--- src/design/rtn_pkg.sv ---
package rtn_pkg;

  localparam int FRAC_BITS_DEF = 16;
  localparam int MAT_BITS      = 10;
  localparam int MAT_W         = 10;
  localparam logic [MAT_W-1:0] MAT_MASK = MAT_W'((64'd1 << MAT_BITS) - 64'd1);

  localparam logic signed [31:0] WORD_MAX = 32'sh7FFFFFFF;
  localparam logic signed [31:0] WORD_MIN = 32'sh80000000;

  typedef logic signed [31:0] word_t;
  typedef logic signed [32:0] opnd_t;
  typedef logic signed [65:0] acc_t;

  localparam logic [2:0] REG_START_X = 3'd0;
  localparam logic [2:0] REG_START_Y = 3'd1;
  localparam logic [2:0] REG_START_Z = 3'd2;
  localparam logic [2:0] REG_END_X   = 3'd3;
  localparam logic [2:0] REG_END_Y   = 3'd4;
  localparam logic [2:0] REG_END_Z   = 3'd5;

  typedef enum logic [3:0] {
    S_IDLE, S_PSQ, S_PSQRT, S_PDIV, S_NRM, S_CULL, S_DIST,
    S_TDIV, S_HITP, S_EDIFF, S_ECROSS, S_EDOT, S_DONE
  } st_t;

  typedef struct packed {
    logic issue;
    logic clr;
    logic sub;
    logic shf;
  } mac_op_t;

  typedef struct packed {
    logic start;
    logic sqrt;
  } iter_cmd_t;

  function automatic word_t sat_acc(input acc_t v);
    word_t r;
    if (!v[65] && (|v[64:31])) begin
      r = WORD_MAX;
    end else if (v[65] && !(&v[64:31])) begin
      r = WORD_MIN;
    end else begin
      r = v[31:0];
    end
    return r;
  endfunction

  function automatic word_t sat_diff(input word_t x, input word_t y);
    logic signed [32:0] d;
    word_t r;
    d = {x[31], x} - {y[31], y};
    if (d[32] != d[31]) begin
      r = d[32] ? WORD_MIN : WORD_MAX;
    end else begin
      r = d[31:0];
    end
    return r;
  endfunction

  function automatic opnd_t sx33(input word_t w);
    return {w[31], w};
  endfunction

  function automatic logic [1:0] rot1(input logic [1:0] i);
    logic [1:0] r;
    case (i)
      2'd0:    r = 2'd1;
      2'd1:    r = 2'd2;
      default: r = 2'd0;
    endcase
    return r;
  endfunction

  function automatic logic [1:0] rot2(input logic [1:0] i);
    logic [1:0] r;
    case (i)
      2'd0:    r = 2'd2;
      2'd1:    r = 2'd0;
      default: r = 2'd1;
    endcase
    return r;
  endfunction

endpackage

--- src/design/rtn_mac.sv ---
module rtn_mac #(
  parameter int FRAC_BITS = rtn_pkg::FRAC_BITS_DEF
) (
  input  logic             clk,
  input  logic             rst,
  input  rtn_pkg::mac_op_t op,
  input  rtn_pkg::opnd_t   a,
  input  rtn_pkg::opnd_t   b,
  input  rtn_pkg::acc_t    init,
  output rtn_pkg::acc_t    acc
);

  rtn_pkg::acc_t prod;
  rtn_pkg::acc_t p;
  rtn_pkg::acc_t init_d;
  rtn_pkg::acc_t sh;
  rtn_pkg::acc_t acc_next;
  logic          pv;
  logic          clr_d;
  logic          sub_d;
  logic          shf_d;

  assign prod = a * b;
  assign sh = shf_d ? (p >>> FRAC_BITS) : p;
  assign acc_next = (clr_d ? init_d : acc) + (sub_d ? -sh : sh);

  always_ff @(posedge clk) begin
    if (rst) begin
      pv <= 1'b0;
    end else begin
      pv <= op.issue;
    end
  end

  always_ff @(posedge clk) begin
    if (op.issue) begin
      p      <= prod;
      clr_d  <= op.clr;
      sub_d  <= op.sub;
      shf_d  <= op.shf;
      init_d <= init;
    end
    if (pv) begin
      acc <= acc_next;
    end
  end

endmodule

--- config.mk ---
export PLATFORM = sky130hd
export DESIGN_NAME = rtn_mac
export DESIGN_NICKNAME = d
export VERILOG_FILES = /design/src/design/rtn_pkg.sv /design/src/design/rtn_mac.sv
export SDC_FILE = /design/constraint.sdc
export NUM_CORES = 2
export LEC_CHECK = 0
export BUFFER_PORTS_ARGS = -buffer_cell sky130_fd_sc_hd__buf_2
export CAP_MARGIN = 20
export CORE_MARGIN = 2
export CORE_UTILIZATION = 64
export DETAILED_ROUTE_END_ITERATION = 16
export HOLD_SLACK_MARGIN = 0.12
export PLACE_DENSITY = 0.8
export SLEW_MARGIN = 0
export SYNTH_ARGS = -nofsm -noshare
export SYNTH_HDL_FRONTEND = slang
export SYNTH_SLANG_ARGS = --single-unit
export TNS_END_PERCENT = 10
--- constraint.sdc ---
create_clock -name clk -period 11.05 [get_ports clk]
set_input_delay 2.21 -clock clk [delete_from_list [all_inputs] [get_ports clk]]
set_output_delay 2.21 -clock clk [all_outputs]
set_load 0.03 [all_outputs]
==> reports/metrics.cfg <==
[run_status]
status=complete, no violations

[worst_setup_path]
cp-end-kind=flip-flop
r2r_cells=21
arrival_ns=10.41
rr_endpoint=acc[63]
crit_required_ns=11.30
critPathKind=in -> reg
startpoint_type=primary input
critPathMaxFanout=33
ff2ff_setup_slack_ns=3.95
reg2reg_from=shf_d
critPathLaunch=b[6]

[timing]
rsz0062_at_grt=no
finalSetupTns_ns=0
slew_headroom_pct=28.5
fin_crit_sh_pct=92.0
skew_ns=0.0207
finalHoldViolCount=0
worst_pin_slew_ns=1.07
fin_crit_ns=10.17
report.final.slew_viol_count=0
fmax_ghz=0.0984
finalSetupViolCount=0

[final_layout]
nets=6975
mostFrequentLayoutCells=inv_1 (1,168), fa_1 (1,146), nand2_1 (618)
layout-drive-gt1-share_pct=6.61
finalNonFillerCells=6485
multi_input_area_sq_um=40400
seq_area_sq_um=6060
nFillCells=6267
area_delta_synth_final_pct=4.13
final_common_cell=inv_1

[worst_hold_path]
hp-start=init_d[0]
min_path_type=reg -> reg
hold_depth=2
min_to=acc[0]

[floorplanning]
initial_core_util_pct=64.6
rows=104
core_sq_um=80400
dieArea_sq_um=83500
ios=204
die_y_um=289
die_x_um=289

[routing]
vias_per_cell=5.79
drtPass1Iterations=5
drcViolationCount=0
drt-initial-drc-count=2884
via_count=37600
ant_nets=0
wl_per_cell_um=21.0
totalWireLength_mm=136

[clocking]
clock_path_buffers=3
path_clk_slew_ns=0.06
post_cts_resize_count=0
cts.sink_count=202
cts_tree=yes
post_cts.repair.setup_buffers=0
clkLatencyLatePin_ns=0.51
numCtsBuffers=19
cts_max_level=1
root_buffer=clkbuf_16
cts_hold_buf=0

[logic_synthesis]
synthArstFlopShare_pct=0
synth-seq-area-share_pct=11.7
synth_fp_nets=6997
synth_area_sq_um=52000
synth_top_area_share_pct=44.2
synth_flop_cell=edfxtp_1
synth.distinct_cells=82
ys_ff_latch=202
syn_avg_cell_area_sq_um=9.57
yosysWarningCount=0
syn_inst=5430
synthTopCellsByArea=fa_1 (44%), edfxtp_1 (12%), inv_1 (8.4%), ha_1 (6.8%), and2_1 (6.8%)
netlist.top_cell.by_area=fa_1
synth_edf_count=201

[placed_design]
port_buffers=203
place.gp.congestion=0.956
place_inst=6446
hpwlAfterDp_mm=109

[grt]
track_usage_pct=33.6
grt_pass1_vias=40500
grt_overflow=0
grt_max_degree=94
grt_pass1_wl_mm=217
antenna_found_initial=3

[run]
maxCapViolCount=0

area by class of cell:
type	instances	area share, %
Clock inverter	12	0.231
Antenna cell	5	0.0231
Inverter	1169	8.11
Multi-Input combinational cell	3782	74.7
Clock buffer	21	0.893
Tap cell	1060	2.45
Timing Repair Buffer	234	2.36
Sequential cell	202	11.2
per-layer routing:
layer / vias to the layer above / track usage (%) / share of wire [%]
li1: 16400 / - / -
met1: 18800 / 45.1 / 40
met2: 1929 / 53.1 / 45
met3: 347 / 9.35 / 12
met4: 2 / 11.7 / 3.9
met5: - / 0 / 0.0095
worst max-delay path by stage:
stage,endpoint,slack (ns),cells after the start
after global placement,p[62],0.60,26
final,p[62],0.88,26
after floorplan,p[62],1.53,25
after detailed placement,p[62],0.48,26
after CTS,p[62],1.00,26
after global routing,p[62],0.57,26
sequential cells by signal, summed over array words and instances (netlist names):
| signal | flops |
|---|---|
| shf_d | 1 |
| acc | 66 |
| init_d | 66 |
| p | 66 |
| pv | 1 |
| clr_d | 1 |
| sub_d | 1 |
synthesized netlist by cell type (7+ instances only):
cell type,number
a211oi_1,19
a21o_1,56
a21oi_1,153
a31oi_1,25
and2_1,561
and3_1,9
buf_1,7
buf_2,11
clkbuf_1,256
edfxtp_1,201
fa_1,1146
ha_1,283
inv_1,1168
mux2_2,71
mux2i_1,49
nand2_1,618
nand2b_1,26
nand3_1,33
nand4_1,32
nor2_1,123
nor2b_1,15
nor3_1,50
nor3b_1,10
nor4_1,9
o211ai_1,10
o21a_1,21
o21ai_0,110
o21ai_1,11
o21bai_1,26
o31ai_1,21
xnor2_1,123
xor2_1,77
kinds of logic (layout without fill, tap and decap cells):
logic type | Yosys count | in the layout | synth area share (%)
DFF | 202 | 202 | 11.7
AOI/OAI and AO/OA | 514 | 514 | 6.26
buffers and inverters | 1446 | 1436 | 10.5
other | 0 | 5 | 0
muxes | 120 | 120 | 2.48
adders and majority gates | 1429 | 1429 | 51.0
xor gates and xnor gates | 200 | 200 | 3.37
and+or+nand+nor | 1519 | 1519 | 14.7
critical path, cell delays in order:
cell       delay [ns]
buf_2            0.66
nand2_1          0.31
inv_1            0.17
fa_1             0.45
inv_1            0.21
fa_1             0.44
inv_1            0.09
fa_1             0.44
fa_1             0.55
fa_1             0.45
fa_1             0.51
fa_1             0.50
inv_1            0.05
fa_1             0.47
inv_1            0.04
ha_1             0.36
a21oi_1          0.21
o21ai_0          0.17
a2111oi_0        0.40
o21ai_0          0.16
a2bb2oi_1        0.51
o21ai_0          0.28
a31oi_1          0.39
o21bai_1         0.11
a21oi_1          0.18
xnor2_1          0.08
through the flow:
stage	worst slack, ns	utilization [%]	hold slack [ns]	area (sq um)
floorplan	1.53	-	0.643	52000
global placement	0.596	66.5	0.663	53500
detailed placement	0.477	66.5	0.669	53500
CTS	1.00	67.2	0.685	54100
global route	0.567	67.3	0.706	54100
finish	0.883	67.3	0.678	54100
Power is not shown: default switching activity piles up to over one toggle a cycle in this logic, so the estimate is an artifact.
