<file path="config.mk">
export PLATFORM = sky130hd
export DESIGN_NAME = rtn_iter
export DESIGN_NICKNAME = d
export VERILOG_FILES = /design/src/design/rtn_pkg.sv /design/src/design/rtn_iter.sv
export SDC_FILE = /design/constraint.sdc
export NUM_CORES = 1
export LEC_CHECK = 0
export BUFFER_PORTS_ARGS = -buffer_cell sky130_fd_sc_hd__buf_2
export CORE_MARGIN = 8
export CORE_UTILIZATION = 57
export CTS_CLUSTER_SIZE = 40
export DETAILED_ROUTE_END_ITERATION = 8
export GPL_TIMING_DRIVEN = 1
export MAX_ROUTING_LAYER = met4
export PLACE_DENSITY = 0.78
export SYNTH_ARGS = -nofsm -noshare
export SYNTH_HDL_FRONTEND = slang
export SYNTH_SLANG_ARGS = --single-unit
</file>
<file path="constraint.sdc">
create_clock -name clk -period 5.8 [get_ports clk]
set_clock_uncertainty 0.2 [all_clocks]
set_input_delay 0.29 -clock clk [delete_from_list [all_inputs] [get_ports clk]]
set_output_delay 0.29 -clock clk [all_outputs]
set_load 0.03 [all_outputs]
</file>
<file path="src/design/rtn_pkg.sv">
package rtn_pkg;

  localparam int FRAC_BITS_DEF = 16;
  localparam int MAT_BITS      = 10;
  localparam int MAT_W         = 10;
  localparam logic [MAT_W-1:0] MAT_MASK = MAT_W'((64'd1 << MAT_BITS) - 64'd1);

  localparam logic signed [31:0] WORD_MAX = 32'sh7FFFFFFF;
  localparam logic signed [31:0] WORD_MIN = 32'sh80000000;

  typedef logic signed [31:0] word_t;
  typedef logic signed [32:0] opnd_t;
  typedef logic signed [65:0] acc_t;

  localparam logic [2:0] REG_START_X = 3'd0;
  localparam logic [2:0] REG_START_Y = 3'd1;
  localparam logic [2:0] REG_START_Z = 3'd2;
  localparam logic [2:0] REG_END_X   = 3'd3;
  localparam logic [2:0] REG_END_Y   = 3'd4;
  localparam logic [2:0] REG_END_Z   = 3'd5;

  typedef enum logic [3:0] {
    S_IDLE, S_PSQ, S_PSQRT, S_PDIV, S_NRM, S_CULL, S_DIST,
    S_TDIV, S_HITP, S_EDIFF, S_ECROSS, S_EDOT, S_DONE
  } st_t;

  typedef struct packed {
    logic issue;
    logic clr;
    logic sub;
    logic shf;
  } mac_op_t;

  typedef struct packed {
    logic start;
    logic sqrt;
  } iter_cmd_t;

  function automatic word_t sat_acc(input acc_t v);
    word_t r;
    if (!v[65] && (|v[64:31])) begin
      r = WORD_MAX;
    end else if (v[65] && !(&v[64:31])) begin
      r = WORD_MIN;
    end else begin
      r = v[31:0];
    end
    return r;
  endfunction

  function automatic word_t sat_diff(input word_t x, input word_t y);
    logic signed [32:0] d;
    word_t r;
    d = {x[31], x} - {y[31], y};
    if (d[32] != d[31]) begin
      r = d[32] ? WORD_MIN : WORD_MAX;
    end else begin
      r = d[31:0];
    end
    return r;
  endfunction

  function automatic opnd_t sx33(input word_t w);
    return {w[31], w};
  endfunction

  function automatic logic [1:0] rot1(input logic [1:0] i);
    logic [1:0] r;
    case (i)
      2'd0:    r = 2'd1;
      2'd1:    r = 2'd2;
      default: r = 2'd0;
    endcase
    return r;
  endfunction

  function automatic logic [1:0] rot2(input logic [1:0] i);
    logic [1:0] r;
    case (i)
      2'd0:    r = 2'd2;
      2'd1:    r = 2'd0;
      default: r = 2'd1;
    endcase
    return r;
  endfunction

endpackage

</file>
<file path="src/design/rtn_iter.sv">
module rtn_iter (
  input  logic               clk,
  input  logic               rst,
  input  rtn_pkg::iter_cmd_t cmd,
  input  logic [32:0]        rem_init,
  input  logic [63:0]        src_init,
  input  logic [32:0]        den,
  output logic [31:0]        q,
  output logic               done
);

  localparam int STEPS = 32;

  logic [34:0] rem;
  logic [63:0] src;
  logic [32:0] den_r;
  logic [4:0]  cnt;
  logic        busy;
  logic        sqrt_m;
  logic [34:0] x;
  logic [34:0] y;
  logic        ge;

  assign x  = sqrt_m ? {rem[32:0], src[63:62]} : {rem[33:0], src[63]};
  assign y  = sqrt_m ? {1'b0, q, 2'b01} : {2'b00, den_r};
  assign ge = (x >= y);

  always_ff @(posedge clk) begin
    if (rst) begin
      busy <= 1'b0;
      done <= 1'b0;
      cnt  <= '0;
    end else if (cmd.start) begin
      busy <= 1'b1;
      done <= 1'b0;
      cnt  <= '0;
    end else begin
      done <= busy && (cnt == 5'(STEPS - 1));
      if (busy) begin
        cnt <= cnt + 5'd1;
        if (cnt == 5'(STEPS - 1)) begin
          busy <= 1'b0;
        end
      end
    end
  end

  always_ff @(posedge clk) begin
    if (cmd.start) begin
      rem    <= {2'b00, rem_init};
      src    <= src_init;
      den_r  <= den;
      q      <= '0;
      sqrt_m <= cmd.sqrt;
    end else if (busy) begin
      rem <= ge ? (x - y) : x;
      q   <= {q[30:0], ge};
      src <= sqrt_m ? {src[61:0], 2'b00} : {src[62:0], 1'b0};
    end
  end

endmodule

</file>
==> flow_summary.toml <==
[run_status]
status = "completed"

[job]
maxCapViolCount = 0

[cells_and_area]
layout.cells.non_filler = 1463
nNetsFinal = 1395
syn_to_final_growth_pct = 27.2
layout-drive-gt1-share_pct = 20.8

[sta]
finalSetupTns_ns = 0
maxSlewViolCount = 0
hold_viol = 0
finalCritPeriodShare_pct = 82.9
min_period_ns = 4.81
fmax_mhz = 208
worst_pin_slew_ns = 0.941
final-setup-viol-count = 0
rsz0062_at_grt = "false"
slew_headroom_pct = 37.3

[worst_setup_path]
crit_path_max_fanout = 99
ff2ff_setup_slack_ns = 0.99
slowest_delay_ns = 0.80
path_delay_family = "simple AND/OR/NAND/NOR gates"
setup.worst_path.start_class = "flop"
reg2reg_depth = 12
cp_cell_sequence = "buf_12 -> mux2_2 -> ha_1 -> nand2_2 -> o21ai_4 -> nor3b_4 -> a22o_4 -> o31ai_1 -> or3_1 -> buf_4 -> mux2i_1 -> a21oi_1"
cp.arrival_ns = 4.76
path_class = "flop to flop"
path_buf_inv = 2
cp_slowest_cell = "or3_1"
worstPathRequired_ns = 5.75
end_kind = "flop"
path_depth = 12

[grt]
grt_overflow = 0
antenna_found_initial = 1
grt_pass1_wl_um = 43000
grt_start_max_net_pins = 100
grt_usage_pct = 24.7
grt_pass1_vias = 8682

[logic_synthesis]
synth-async-reset-ratio_pct = 0
synth-seq-cells = 171
synth_top_area_share_pct = 39.0
yosysMostFrequentCell = "mux2i_1"
avgSynthCellArea_sq_um = 10.4
yosysTopAreaCell = "edfxtp_1"
synth_cell_types = 64
synth_edf_count = 131
synth_area_leaders = "edfxtp_1 (39%), mux2i_1 (14%), dfxtp_1 (7.9%)"
yosysSeqAreaShare_pct = 47.0
synth-main-ff-cell = "edfxtp_1"
synth.top_cells.by_count = "mux2i_1 (145), edfxtp_1 (131), nand2_1 (110)"
syn-num-nets = 1140
synthCells = 969
syn_area_sq_mm = 0.0101
yosysWarnings = 0

[cts]
clk_pin_slew_worst_paths_ns = 0.07
clockBufferDepth = 2
cts_sinks = 171
clock_latency_ns = 0.43
cts_tree = "built"
cts_setup_buffers = 0
cts-root-buf = "clkbuf_16"
cts_made_buffers = 17
htreeDepth = 4

[floorplan]
coreArea_sq_mm = 0.0173
rows = 48
chipWidth_um = 149
io_pins = 167
initial_core_util_pct = 58.3
fp.dieArea_sq_mm = 0.0222
dieHeight_um = 149

[detailed_routing]
via_per_inst = 5.77
vias = 8435
firstDrtPassIters = 5
wirelength_um = 26700
wl_per_cell_um = 18.3
ant_nets = 0
drc = 0
first_iter_violations = 577

[hold_path]
worstHoldPathCells = 3
hp-class = "primary input to flop"

[placement]
dp_cells = 1314
finalWeightedCongestion = 0.868
port_buffers = 166
dp_hpwl_um = 17000

[pwr]
power_leakage_nw = 5.42
irDropWorstVdd_uv = 284
powerDensity_mw_per_mm2 = 378
power breakdown:
| part | switching, mW | internal (mW) | leakage (nW) | total, mW |
|---|---|---|---|---|
| clock | 0.529 | 0.654 | 0.291 | 1.18 |
| sequential | 0.0917 | 1.54 | 1.64 | 1.64 |
| combinational | 1.15 | 0.879 | 3.48 | 2.03 |
| total | 1.77 | 3.08 | 5.42 | 4.85 |
layer usage:
| layer | part of all wire, % | track usage, % | vias to the layer above |
|---|---|---|---|
| met5 | 0 | - | - |
| met4 | 2.3 | 7.87 | 0 |
| met3 | 5.5 | 5.40 | 43 |
| met2 | 51 | 43.0 | 292 |
| met1 | 41 | 27.8 | 3991 |
| li1 | - | - | 4109 |
state kept, by name, summed over array words and instances, names as in the netlist:
name / flops
busy: 1
cnt: 5
den_r: 33
done: 1
q: 32
rem: 34
sqrt_m: 1
src: 64
worst reg2reg max path, delay by kind of cell, from the launching register on:
kind            cells  cell delay [ns]
compound gates      4             0.97
flops               1             0.40
mux                 2             0.75
buf+inv             2             0.79
fa+ha+maj           1             0.43
simple gates        3             0.99
kinds of logic (layout without fill, tap and decap cells):
| kind of cell | after synthesis | count (layout) | synth area share (%) |
|---|---|---|---|
| DFF | 171 | 171 | 47.0 |
| xor gates and xnor gates | 24 | 24 | 2.08 |
| adders and majority gates | 37 | 37 | 4.67 |
| muxes | 179 | 179 | 18.2 |
| and+or+nand+nor | 266 | 266 | 11.7 |
| other | 0 | 1 | 0 |
| AOI/OAI and AO/OA | 221 | 221 | 13.5 |
| buffers and inverters | 71 | 339 | 2.93 |
worst paths after layout:
kind,endpoint,start
worst min-delay path,rem[30]$_DFFE_PP_,rem_init[30]
worst max-delay path,rem[20]$_DFFE_PP_,sqrt_m$_DFFE_PP_
worst max register to register,rem[20]$_DFFE_PP_,sqrt_m$_DFFE_PP_
worst min register to register,rem[33]$_SDFFE_PP0P_,rem[33]$_SDFFE_PP0P_
layout by cell type (no fill, tap or decap), types with 13 or more instances in the layout:
master           n
nand2_1        109
ha_1            36
edfxtp_1       131
o21ai_0         92
buf_2          165
a21oi_1         50
dfxtp_1         39
mux2_2          34
clkbuf_16       17
nor3_1          13
nor2_1          85
dlygate4sd3_1  116
a211oi_1        13
xnor2_1         15
mux2i_1        145
inv_1           15
per-stage QoR:
| stage | util (%) | hold WS [ns] | setup slack (ns) | power [mW] | area (sq um) |
|---|---|---|---|---|---|
| 6_report | 74.2 | 0.0147 | 0.994 | 4.85 | 12800 |
| 4_1_cts | 74.1 | 0.0000470 | 1.08 | 4.82 | 12800 |
| 2_1_floorplan | - | 0.162 | 1.30 | 3.16 | 10100 |
| 5_1_grt | 74.2 | 0.0131 | 0.708 | 5.14 | 12800 |
| 3_3_place_gp | 63.9 | 0.251 | 1.19 | 3.54 | 11100 |
| 3_5_place_dp | 63.9 | 0.260 | 1.08 | 3.58 | 11100 |
layout make-up:
cell class / count / area, sq um
fillers: 1175 / 4470
multi-input cells: 727 / 5060
repair buffers: 292 / 2090
inverters: 15 / 56.3
diodes: 1 / 2.50
clock inverters: 14 / 174
clock buffers: 18 / 429
well taps: 225 / 282
flip-flops and latches: 171 / 4740
what timing repair did:
action,4_1_cts,5_1_grt
setup endpoints to repair,0,0
hold buffers,115,1
resized for setup,0,0
hold endpoints to repair,115,1
Note: power is estimated with default switching activity, not from simulation.
